`src/hw/rtl/clsu_pkg.sv`:
```
package clsu_pkg;

  typedef enum logic [1:0] {
    KIND_EXEC  = 2'd0,
    KIND_HWR   = 2'd1,
    KIND_HRD   = 2'd2,
    KIND_BAD   = 2'd3
  } kind_t;

  typedef enum logic [3:0] {
    OP_BAD, OP_NOP, OP_SEI, OP_LD, OP_ST, OP_AND, OP_ORA, OP_EOR, OP_BIT,
    OP_TAX, OP_TAY, OP_TXA, OP_TYA, OP_TSX, OP_TXS, OP_HWR
  } op_t;

  typedef enum logic [3:0] {
    M_NONE, M_IMM, M_ZP, M_ZPX, M_ZPY, M_ABS, M_ABX, M_ABY, M_INX, M_INY, M_HRD
  } mode_t;

  typedef enum logic [1:0] {
    R_A = 2'd0,
    R_X = 2'd1,
    R_Y = 2'd2
  } reg_sel_t;

  // one classified item in the queue
  typedef struct packed {
    op_t      op;
    mode_t    mode;
    reg_sel_t rsel;
    logic [7:0] lo;
    logic [7:0] hi;
    logic [7:0] data;
  } uop_t;

  typedef enum logic [2:0] {
    ST_IDLE, ST_PTR0, ST_PTR1, ST_DATA, ST_WAIT, ST_DONE
  } exec_state_t;

  localparam logic [7:0] SP_RESET    = 8'hFD;
  localparam logic [7:0] FLAGS_RESET = 8'h24;
  localparam logic [7:0] FLAG_N      = 8'b1000_0000;
  localparam logic [7:0] FLAG_V      = 8'b0100_0000;
  localparam logic [7:0] FLAG_I      = 8'h04;
  localparam logic [7:0] FLAG_Z      = 8'h02;

  // opcode decoder
  function automatic uop_t classify(logic [1:0] kind, logic [7:0] opc,
                                    logic [7:0] lo, logic [7:0] hi, logic [7:0] hd);
    uop_t u;
    u.op = OP_BAD; u.mode = M_NONE; u.rsel = R_A;
    u.lo = lo; u.hi = hi; u.data = hd;
    unique case (kind)
      KIND_HWR: u.op = OP_HWR;
      KIND_HRD: begin u.op = OP_NOP; u.mode = M_HRD; end
      KIND_BAD: u.op = OP_BAD;
      default: begin
        unique case (opc)
          8'h00, 8'hF8: u.op = OP_NOP;
          8'h78: u.op = OP_SEI;
          8'hA2: begin u.op = OP_LD; u.mode = M_IMM; u.rsel = R_X; end
          8'hA6: begin u.op = OP_LD; u.mode = M_ZP;  u.rsel = R_X; end
          8'hB6: begin u.op = OP_LD; u.mode = M_ZPY; u.rsel = R_X; end
          8'hAE: begin u.op = OP_LD; u.mode = M_ABS; u.rsel = R_X; end
          8'hBE: begin u.op = OP_LD; u.mode = M_ABY; u.rsel = R_X; end
          8'hA0: begin u.op = OP_LD; u.mode = M_IMM; u.rsel = R_Y; end
          8'hA4: begin u.op = OP_LD; u.mode = M_ZP;  u.rsel = R_Y; end
          8'hB4: begin u.op = OP_LD; u.mode = M_ZPX; u.rsel = R_Y; end
          8'hAC: begin u.op = OP_LD; u.mode = M_ABS; u.rsel = R_Y; end
          8'hBC: begin u.op = OP_LD; u.mode = M_ABX; u.rsel = R_Y; end
          8'hA9: begin u.op = OP_LD; u.mode = M_IMM; end
          8'hA5: begin u.op = OP_LD; u.mode = M_ZP;  end
          8'hB5: begin u.op = OP_LD; u.mode = M_ZPX; end
          8'hAD: begin u.op = OP_LD; u.mode = M_ABS; end
          8'hBD: begin u.op = OP_LD; u.mode = M_ABX; end
          8'hB9: begin u.op = OP_LD; u.mode = M_ABY; end
          8'hA1: begin u.op = OP_LD; u.mode = M_INX; end
          8'hB1: begin u.op = OP_LD; u.mode = M_INY; end
          8'h84: begin u.op = OP_ST; u.mode = M_ZP;  u.rsel = R_Y; end
          8'h94: begin u.op = OP_ST; u.mode = M_ZPX; u.rsel = R_Y; end
          8'h8C: begin u.op = OP_ST; u.mode = M_ABS; u.rsel = R_Y; end
          8'h86: begin u.op = OP_ST; u.mode = M_ZP;  u.rsel = R_X; end
          8'h96: begin u.op = OP_ST; u.mode = M_ZPY; u.rsel = R_X; end
          8'h8E: begin u.op = OP_ST; u.mode = M_ABS; u.rsel = R_X; end
          8'h85: begin u.op = OP_ST; u.mode = M_ZP;  end
          8'h95: begin u.op = OP_ST; u.mode = M_ZPX; end
          8'h8D: begin u.op = OP_ST; u.mode = M_ABS; end
          8'h9D: begin u.op = OP_ST; u.mode = M_ABX; end
          8'h99: begin u.op = OP_ST; u.mode = M_ABY; end
          8'h81: begin u.op = OP_ST; u.mode = M_INX; end
          8'h91: begin u.op = OP_ST; u.mode = M_INY; end
          8'hAA: u.op = OP_TAX;
          8'hA8: u.op = OP_TAY;
          8'h8A: u.op = OP_TXA;
          8'h98: u.op = OP_TYA;
          8'hBA: u.op = OP_TSX;
          8'h9A: u.op = OP_TXS;
          8'h24: begin u.op = OP_BIT; u.mode = M_ZP;  end
          8'h2C: begin u.op = OP_BIT; u.mode = M_ABS; end
          default: begin
            // logic group shares one column layout
            case (opc[7:5])
              3'b001:  u.op = OP_AND;
              3'b000:  u.op = OP_ORA;
              3'b010:  u.op = OP_EOR;
              default: u.op = OP_BAD;
            endcase
            unique case (opc[4:0])
              5'h09: u.mode = M_IMM;
              5'h05: u.mode = M_ZP;
              5'h15: u.mode = M_ZPX;
              5'h0D: u.mode = M_ABS;
              5'h1D: u.mode = M_ABX;
              5'h19: u.mode = M_ABY;
              5'h01: u.mode = M_INX;
              5'h11: u.mode = M_INY;
              default: u.op = OP_BAD;
            endcase
            if (u.op == OP_BAD) u.mode = M_NONE;
          end
        endcase
      end
    endcase
    return u;
  endfunction

endpackage

```
`src/hw/rtl/clsu_front.sv`:
```
module clsu_front (
  input  logic                clk,
  input  logic                rst_n,
  input  logic                in_valid,
  output logic                in_ready,
  input  logic [1:0]          in_kind,
  input  logic [7:0]          in_opcode,
  input  logic [7:0]          in_operand_lo,
  input  logic [7:0]          in_operand_hi,
  input  logic [7:0]          in_host_data,
  output logic                q_valid,
  input  logic                q_ready,
  output clsu_pkg::uop_t      q_uop
);

  clsu_pkg::uop_t slot_r [2];
  logic           wp_r, rp_r;
  logic [1:0]     cnt_r;
  logic           push, pop;

  // two-entry queue between decode and execute
  assign in_ready = (cnt_r != 2'd2);
  assign q_valid  = (cnt_r != 2'd0);
  assign q_uop    = slot_r[rp_r];
  assign push     = in_valid && in_ready;
  assign pop      = q_valid && q_ready;

  always_ff @(posedge clk) begin
    if (push) begin
      slot_r[wp_r] <= clsu_pkg::classify(in_kind, in_opcode, in_operand_lo,
                                         in_operand_hi, in_host_data);
    end
  end

  always_ff @(posedge clk) begin
    if (!rst_n) begin
      wp_r  <= 1'b0;
      rp_r  <= 1'b0;
      cnt_r <= 2'd0;
    end else begin
      if (push) wp_r <= ~wp_r;
      if (pop)  rp_r <= ~rp_r;
      cnt_r <= cnt_r + {1'b0, push} - {1'b0, pop};
    end
  end

endmodule

```
`config.mk`:
```
export PLATFORM = sky130hd
export DESIGN_NAME = clsu_front
export DESIGN_NICKNAME = d
export VERILOG_FILES = /design/src/hw/rtl/clsu_pkg.sv /design/src/hw/rtl/clsu_front.sv
export SDC_FILE = /design/constraint.sdc
export NUM_CORES = 1
export LEC_CHECK = 0
export BUFFER_PORTS_ARGS = -buffer_cell sky130_fd_sc_hd__buf_2
export CAP_MARGIN = 30
export CORE_MARGIN = 3
export CORE_UTILIZATION = 45
export DETAILED_ROUTE_END_ITERATION = 10
export GPL_TIMING_DRIVEN = 0
export PLACE_DENSITY = 0.68
export SETUP_SLACK_MARGIN = 0.05
export SYNTH_ARGS = -nofsm -noshare
export SYNTH_HDL_FRONTEND = slang
export SYNTH_SLANG_ARGS = --single-unit
```
`constraint.sdc`:
```
create_clock -name clk -period 3.6 [get_ports clk]
set_clock_uncertainty 0.2 [all_clocks]
set_input_delay 0.9 -clock clk [delete_from_list [all_inputs] [get_ports clk]]
set_output_delay 0.9 -clock clk [all_outputs]
set_load 0.02 [all_outputs]
```
# Word level (Yosys, flattened, before mapping)
# Memories as Yosys holds them, arrays and structs flattened. A register that Yosys moved wholly into a read port is not among the register bits.
# Cells that the tools add are included.
dict set report op_classes {
  n_reduce_logical 26
  shifts 0
  n_mux 20
  bitwise 2
  multipliers 0
  n_eq_ne 55
  div_mod_pow 0
  order_cmp 0
  n_addsub 2
}
# cell count
set ops {}
lappend ops {{8-bit == test (second input constant)} 38}
lappend ops {{4-bit one-hot mux with 11 select lines} 1}
lappend ops {{42-bit OR reduction} 1}
lappend ops {{4-bit one-hot mux with 10 select lines} 1}
lappend ops {{4-bit one-hot mux with 8 select lines} 1}
lappend ops {{4-bit 2-to-1 mux} 7}
lappend ops {{8-bit OR reduction} 3}
lappend ops {{5-bit == test (second input constant)} 4}
lappend ops {{18-bit OR reduction} 1}
lappend ops {{8-bit by 6-bit == test with 1-bit output (second input constant)} 2}
lappend ops {{7-bit OR reduction} 2}
lappend ops {{13-bit OR reduction} 1}
lappend ops {{4-bit one-hot mux with 3 select lines} 1}
lappend ops {{2-bit OR reduction} 6}
lappend ops {{3-bit OR reduction} 4}
lappend ops {{5-bit by 4-bit == test with 1-bit output (second input constant)} 2}
lappend ops {{3-bit one-hot mux with 3 select lines} 1}
lappend ops {{9-bit OR reduction} 1}
lappend ops {{8-bit by 7-bit == test with 1-bit output (second input constant)} 1}
lappend ops {{8-bit zero test} 1}
lappend ops {{4-bit one-hot mux with 2 select lines} 1}
lappend ops {{5-bit by 1-bit == test with 1-bit output (second input constant)} 1}
lappend ops {{5-bit by 3-bit == test with 1-bit output (second input constant)} 1}
lappend ops {{2-bit == test (second input constant)} 2}
lappend ops {{15 further kinds} 21}
dict set report totals {
  register_bits 4
  ram_bits 68
  input_bits 38
  romBits 0
  memories 1
  latch_bits 0
  word_cells 109
}
# name words width read_ports rd_ports_with_merged_regs wr line
set mem_list {}
lappend mem_list {slot_r 2 34 1 1 1 clsu_front.sv:16} ;# clsu_pkg::uop_t slot_r [2];

# Logic depth before layout (Yosys ltp)
# Gate-level depths: netlist (run 1).
dict set report logic_depth {
  word_depth 11
  ltp_mapped 8
  mapped_depth_nobuf 8
}

# Worst setup path after synthesis (run 1)
# Ideal clock, no wire load.
dict set report synth_path {
  path_type {input-to-reg}
  start {input port in_valid}
  end {memory slot_r[0][0] (netlist bit) (enable)}
  slack_ps 526
  arrival_time_ps 2447
  setup_time_ps 427
  stages 2
  path_cell_list {nand2_1 nor2_1}
}
dict set report synth_via {
  elab_chain_len 3
}
# item line
set synth_lines {}
lappend synth_lines {{start, declared} clsu_front.sv:4} ;# input logic in_valid,
lappend synth_lines {{1-bit logical AND} clsu_front.sv:25} ;# assign push = in_valid && in_ready;
lappend synth_lines {{1-bit 2-to-1 mux} clsu_front.sv:29} ;# if (push) begin
lappend synth_lines {{1-bit 2-to-1 mux (not written as such)} clsu_front.sv:30} ;# slot_r[wp_r] <= clsu_pkg::classify(in_kind, in_opcode, in_operand_lo,
lappend synth_lines {{end, declared} clsu_front.sv:16}
# Every way passes these cells.

==> reports/metrics.csv, run 1 <==
stage,metric,value,unit
status,status,"finished, final reports clean",
sta,tightestPinTransition,0.804,ns
global_route,grt_antenna_before_repair,0,
pwr,power_frac_clock,23.7,%
critical_path,worst_setup_path_start_kind,register,
sta,rsz0062_at_grt,no,
route,drt-initial-drc-count,115,
final_layout,area_growth,19.2,%
logic_synthesis,ys.flop_type,edfxtp_1,
route,drc,0,
final_layout,antenna_cells,0,
sta,slew_headroom,46.4,%
route,vias,2403,
critical_path,end_kind,primary output,
route,first_pass_iters,4,
clocking,postCtsResizedCells,0,
sta,setup_ws,0.694,ns
pwr,seqPwrFrac,45.1,%
global_route,grt_pass1_wl,11.4,mm
global_route,grt_usage,16.6,%
global_route,grt_start_max_net_pins,35,
logic_synthesis,synth_cell_type_count,61,
pwr,internal_power,1.66,mW
placement,placedCellCount,430,
logic_synthesis,ys_async_sr_fraction,0,%
placement,portBuffers,70,
logic_synthesis,synthCells,260,
critical_path,cp.required,2.50,ns
clocking,insertion_delay,0.33,ns
clocking,clk_pin_slew_worst_paths,0.08,ns
global_route,grt_pass1_vias,2346,
critical_path,cp_common_cell,buf_2,
sta,fmax,344,MHz
critical_path,r2r_slack,1.59,ns
logic_synthesis,synth_nets,304,
clocking,cts.sinks,73,
sta,slew_viol_final,0,
placement,hpwl,5.24,mm
critical_path,reg2regPathDepth,8,
sta,fin_crit_sh,80.7,%
logic_synthesis,yosysWarnings,0,
clocking,hold_buffers,0,
route,wl_per_cell,16.3,um
logic_synthesis,synth_area_leaders,"edfxtp_1 (57%), mux2_2 (11%), dfxtp_1 (2.8%)",
die,die_area,9030,sq um
final_layout,nNetsFinal,386,
logic_synthesis,synth_top_area_share,57.2,%
pwr,power_frac_comb,31.2,%
route,wirelength,7.27,mm
critical_path,slowest_delay,0.38,ns
die,pin_count,74,
clocking,root_buffer,clkbuf_8,
critical_path,worst_ep_arrival_time,1.81,ns
placement,place_ws,0.830,ns
route,viasPerCell,5.39,
critical_path,critPathCapture,q_uop[5],
critical_path,r2r_start,cnt_r[1],
final_layout,final_cells,446,
placement,gp_congestion,1.00,
hold_path,holdCritPathClass,reg -> reg,
pwr,ir_worst_vdd,0.000188,V
die,dieHeight,95.0,um
logic_synthesis,syn_area,3570,sq um
job,max_cap_violations,0,
sta,fin_hold_ws,0.346,ns
final_layout,final_cell_mix,"buf_2 (83), edfxtp_1 (68), mux2_2 (34)",
logic_synthesis,synth-seq-cells,73,
logic_synthesis,synth_edf_count,68,
die,start_util,47.7,%
pwr,power-per-cell-area,565,nW/um^2
pwr,power.leakage,1.60,nW
pwr,switching_share,31.1,%
critical_path,crit_path_cell_trace,clkbuf_1 > buf_2 > mux2_2 > buf_2,
logic_synthesis,synth_area_leader_cell,edfxtp_1,
clocking,post-cts-setup-buffers,0,
logic_synthesis,synth_seq_area_share,60.0,%
sta,finalSetupViolations,0,
pwr,power.switching,748,uW
die,die_width,95.0,um
logic_synthesis,avgSynthCellArea,13.7,sq um
route,final_antenna_net_count,0,
final_layout,drive_above_1_share,43.5,%
hold_path,hold_path_depth,2,
die,core_area,7490,sq um
critical_path,critPathKind,reg -> out,
clocking,cts_max_path_buffers,2,
clocking,htreeDepth,3,
critical_path,reg2reg_to,cnt_r[1],
sta,hold_viol,0,
final_layout,final_common_cell,buf_2,
clocking,cts_tree,yes,
critical_path,cp_slowest_cell,mux2_2,
clocking,numCtsBuffers,9,
die,rows,31,
global_route,gr-total-overflow,0,
critical_path,crit_path_max_fanout,10,
sta,finalCriticalPeriod,2.91,ns
[registers in the layout, indices dropped and copies added (netlist names), named ones only]
signal  flops
slot_r     68
cnt_r       2
rp_r        1
wp_r        1
[worst max-delay path, delay by kind of cell, from the launching register on]
| family | cells | cell delay, ns |
|---|---|---|
| buffers and inverters | 3 | 0.78 |
| multiplexers | 1 | 0.38 |
| flip-flops | 1 | 0.31 |
[cells by family after synthesis]
family / Yosys count / synth area share [%]
flip-flops: 73 / 60.0
AND/OR/NAND/NOR: 66 / 11.5
AO/OA/AOI/OAI: 47 / 9.89
multiplexers: 35 / 11.0
buffers and inverters: 29 / 4.45
adder cells (fa/ha/maj): 6 / 2.10
XOR/XNOR: 4 / 0.982
[synth_stat cells (all sizes together) (3+ instances only)]
cell type	n
nand2	8
nor2	12
buf	19
nand4	3
nor2b	12
nand2b	4
and2	6
a32oi	3
nand3	3
xnor2	3
o21ai	8
ha	6
nor3	3
nor3b	4
mux2	35
edfxtp	68
o2111ai	4
dfxtp	5
a21oi	8
inv	7
[worst min path at each step]
stage | to | from
finish | register | rp_r
CTS | register | rp_r
floorplan | register | rp_r
detailed placement | register | rp_r
global placement | register | rp_r
global route | register | rp_r
[per-stage QoR]
step	power (mW)	setup TNS, ns	area, sq um	util (%)
final	2.40	0	4250	56.8
after global routing	2.53	0	4250	56.8
after CTS	2.44	0	4250	56.8
after detailed placement	1.86	0	4070	54.4
after global placement	1.84	-11.90	4040	54.0
after floorplan	1.63	0	3570	-
[power groups by stage]
stage               clock, mW  combinational (mW)  sequential (mW)
finish                  0.570               0.750             1.08
global route            0.627               0.812             1.10
CTS                     0.591               0.762             1.09
detailed placement          0               0.758             1.11
global placement            0               0.737             1.10
floorplan                   0               0.530             1.10
[area by class of cell]
type                            instances  area, sq um
Buffer                                 21          129
Fill cell                             637         3230
Multi-Input combinational cell        158         1270
Tap cell                               99          124
Sequential cell                        73         2140
Timing Repair Buffer                   71          370
Inverter                                8         30.0
Clock buffer                           12          156
Clock inverter                          4         26.3
[per-layer routing]
layer / vias up / part of all wire [%] / GRT usage (%)
met1: 1123 / 43 / 21.6
met3: 13 / 7.0 / 3.24
met2: 108 / 48 / 26.9
met5: - / 0 / 0
met4: 0 / 1.9 / 7.57
li1: 1159 / - / -
(Power assumes the default switching activity.)
==> run 2, diff against run 1 <==
PLACE_DENSITY = 0.7   (was 0.68)
clock period = 2.4 ns   (was 3.6 ns; I/O delays follow)
==> run 2 against run 1 <==
Effect of this change:
- routed wire length is 0.74% lower
- via count up 0.58%
- sequential share of layout area shrank 0.16 points
- hold slack got worse by 0.10 ns
- highest routed layer unchanged
==> reports/metrics.csv, run 2 (synthesized netlist as in run 1, its figures left out) <==
stage,metric,value,unit
critical_path,cp_slowest_cell,dfxtp_2,
die,start_util,47.7,%
route,drt-initial-drc-count,133,
die,die_width,95.0,um
clocking,cts_max_path_buffers,2,
final_layout,largest-register,slot_r,
global_route,gr-total-overflow,0,
clocking,clk_pin_slew_worst_paths,0.08,ns
clocking,htreeDepth,3,
status,status,"finished, final reports clean",
route,viasPerCell,5.43,
clocking,post-cts-setup-buffers,0,
final_layout,area_growth,19.7,%
placement,gp_congestion,0.952,
pwr,power.leakage,1.61,nW
final_layout,design_area,4270,sq um
route,final_antenna_net_count,0,
final_layout,antenna_cells,0,
die,pin_count,74,
hold_path,holdCritPathClass,in -> reg,
sta,finalSetupViolations,0,
pwr,ir_worst_vdd,0.000342,V
sta,slew_headroom,47.2,%
sta,rsz0062_at_grt,yes,
job,max_cap_violations,0,
die,dieHeight,95.0,um
die,core_area,7490,sq um
sta,slew_viol_final,0,
global_route,grt_pass1_wl,11.5,mm
sta,hold_viol,0,
critical_path,cp.required,1.60,ns
pwr,power-per-cell-area,859,nW/um^2
critical_path,worst_ep_arrival_time,1.51,ns
placement,placed_area,4080,sq um
sta,fmax,434,MHz
clocking,insertion_delay,0.34,ns
route,first_pass_iters,4,
final_layout,final_cell_mix,"buf_2 (80), edfxtp_1 (68), mux2_2 (34)",
global_route,grt_start_max_net_pins,35,
route,wl_per_cell,16.2,um
critical_path,worst_setup_path_start_kind,register,
sta,fin_crit_sh,96.1,%
clocking,cts.sinks,73,
die,rows,31,
critical_path,critPathKind,reg -> out,
final_layout,final_common_cell,buf_2,
final_layout,largest_register_ffs,68,
route,vias,2417,
final_layout,reg_top3,"slot_r x68, cnt_r x2",
final_layout,drive_above_1_share,43.6,%
global_route,grt_usage,16.9,%
die,die_area,9030,sq um
final_layout,nNetsFinal,385,
route,wirelength,7.21,mm
global_route,grt_antenna_before_repair,0,
sta,finalCriticalPeriod,2.31,ns
clocking,hold_buffers,0,
critical_path,crit_path_max_fanout,10,
route,drc,0,
placement,hpwl,5.22,mm
critical_path,crit_path_cell_trace,buf_4 > mux2_2 > buf_2,
sta,setup_tns,0,ns
global_route,grt_pass1_vias,2338,
clocking,cts_tree,yes,
sta,tightestPinTransition,0.793,ns
clocking,root_buffer,clkbuf_8,
critical_path,slowest_delay,0.42,ns
placement,portBuffers,70,
critical_path,end_kind,primary output,
clocking,numCtsBuffers,9,
run 2: cell types whose count changed in the layout (fill, tap and decap cells not counted):
cell       delta
buf_4         +3
clkinv_2      -1
dfxtp_1       -1
buf_16        +1
buf_12        -1
bufinv_16     +1
clkinv_1      +2
clkbuf_16     -1
clkbuf_1      -2
dfxtp_2       +1
buf_2         -3
run 2: critical path, delay by kind of cell, from the launching register on:
kind | cells | cell delay (ns)
buf+inv | 2 | 0.39
flops | 1 | 0.42
mux | 1 | 0.36
run 2: per-layer routing:
metal  track usage (%)  vias to the layer above  part of all wire [%]  wire (um)
li1                  -                     1153                     -          -
met5                 0                        -                     0          0
met3              3.55                       13                   7.7        558
met4              8.65                        0                   2.1        152
met1              21.6                     1148                    42       3050
met2              27.2                      103                    48       3460
run 2: final timing paths:
kind              startpoint      endpoint  slack, ns  cells past startpoint
min          in_host_data[2]  slot_r[1][2]       0.24                      1
max                 register     q_uop[22]       0.09                      3
max reg2reg         cnt_r[1]      cnt_r[1]       0.36                      8
min reg2reg             rp_r          rp_r       0.35                      2
run 2: layout make-up:
type | instances | area [sq um]
tap | 99 | 124
fill | 635 | 3220
buffer | 20 | 133
clock inverter | 6 | 58.8
sequential | 73 | 2140
multi-input combinational | 158 | 1270
clock buffer | 10 | 128
timing repair buffer | 71 | 378
inverter | 8 | 30.0
run 2: what timing repair did:
item                       4_1_cts  5_1_grt
gates resized for setup          4        0
setup endpoints to repair       30       11
gates cloned                     0        0
run 2: stage by stage:
stage / total power, mW / hold slack, ns / utilization (%) / setup WS, ns / cells
final: 3.67 / 0.242 / 57.0 / 0.0941 / 445
after global placement: 2.76 / 0.323 / 54.0 / -0.352 / 429
after detailed placement: 2.81 / 0.328 / 54.5 / -0.0921 / 430
after CTS: 3.72 / 0.224 / 57.0 / 0.0545 / 445
after floorplan: 2.44 / 0.304 / - / 0.169 / 260
after global routing: 3.86 / 0.224 / 57.0 / 0.0368 / 445
run 2: report_power, final:
group,internal (mW),total [mW],switching [mW]
Clock,0.473,0.894,0.421
Sequential,1.59,1.64,0.0572
Combinational,0.478,1.13,0.651
Total,2.54,3.67,1.13
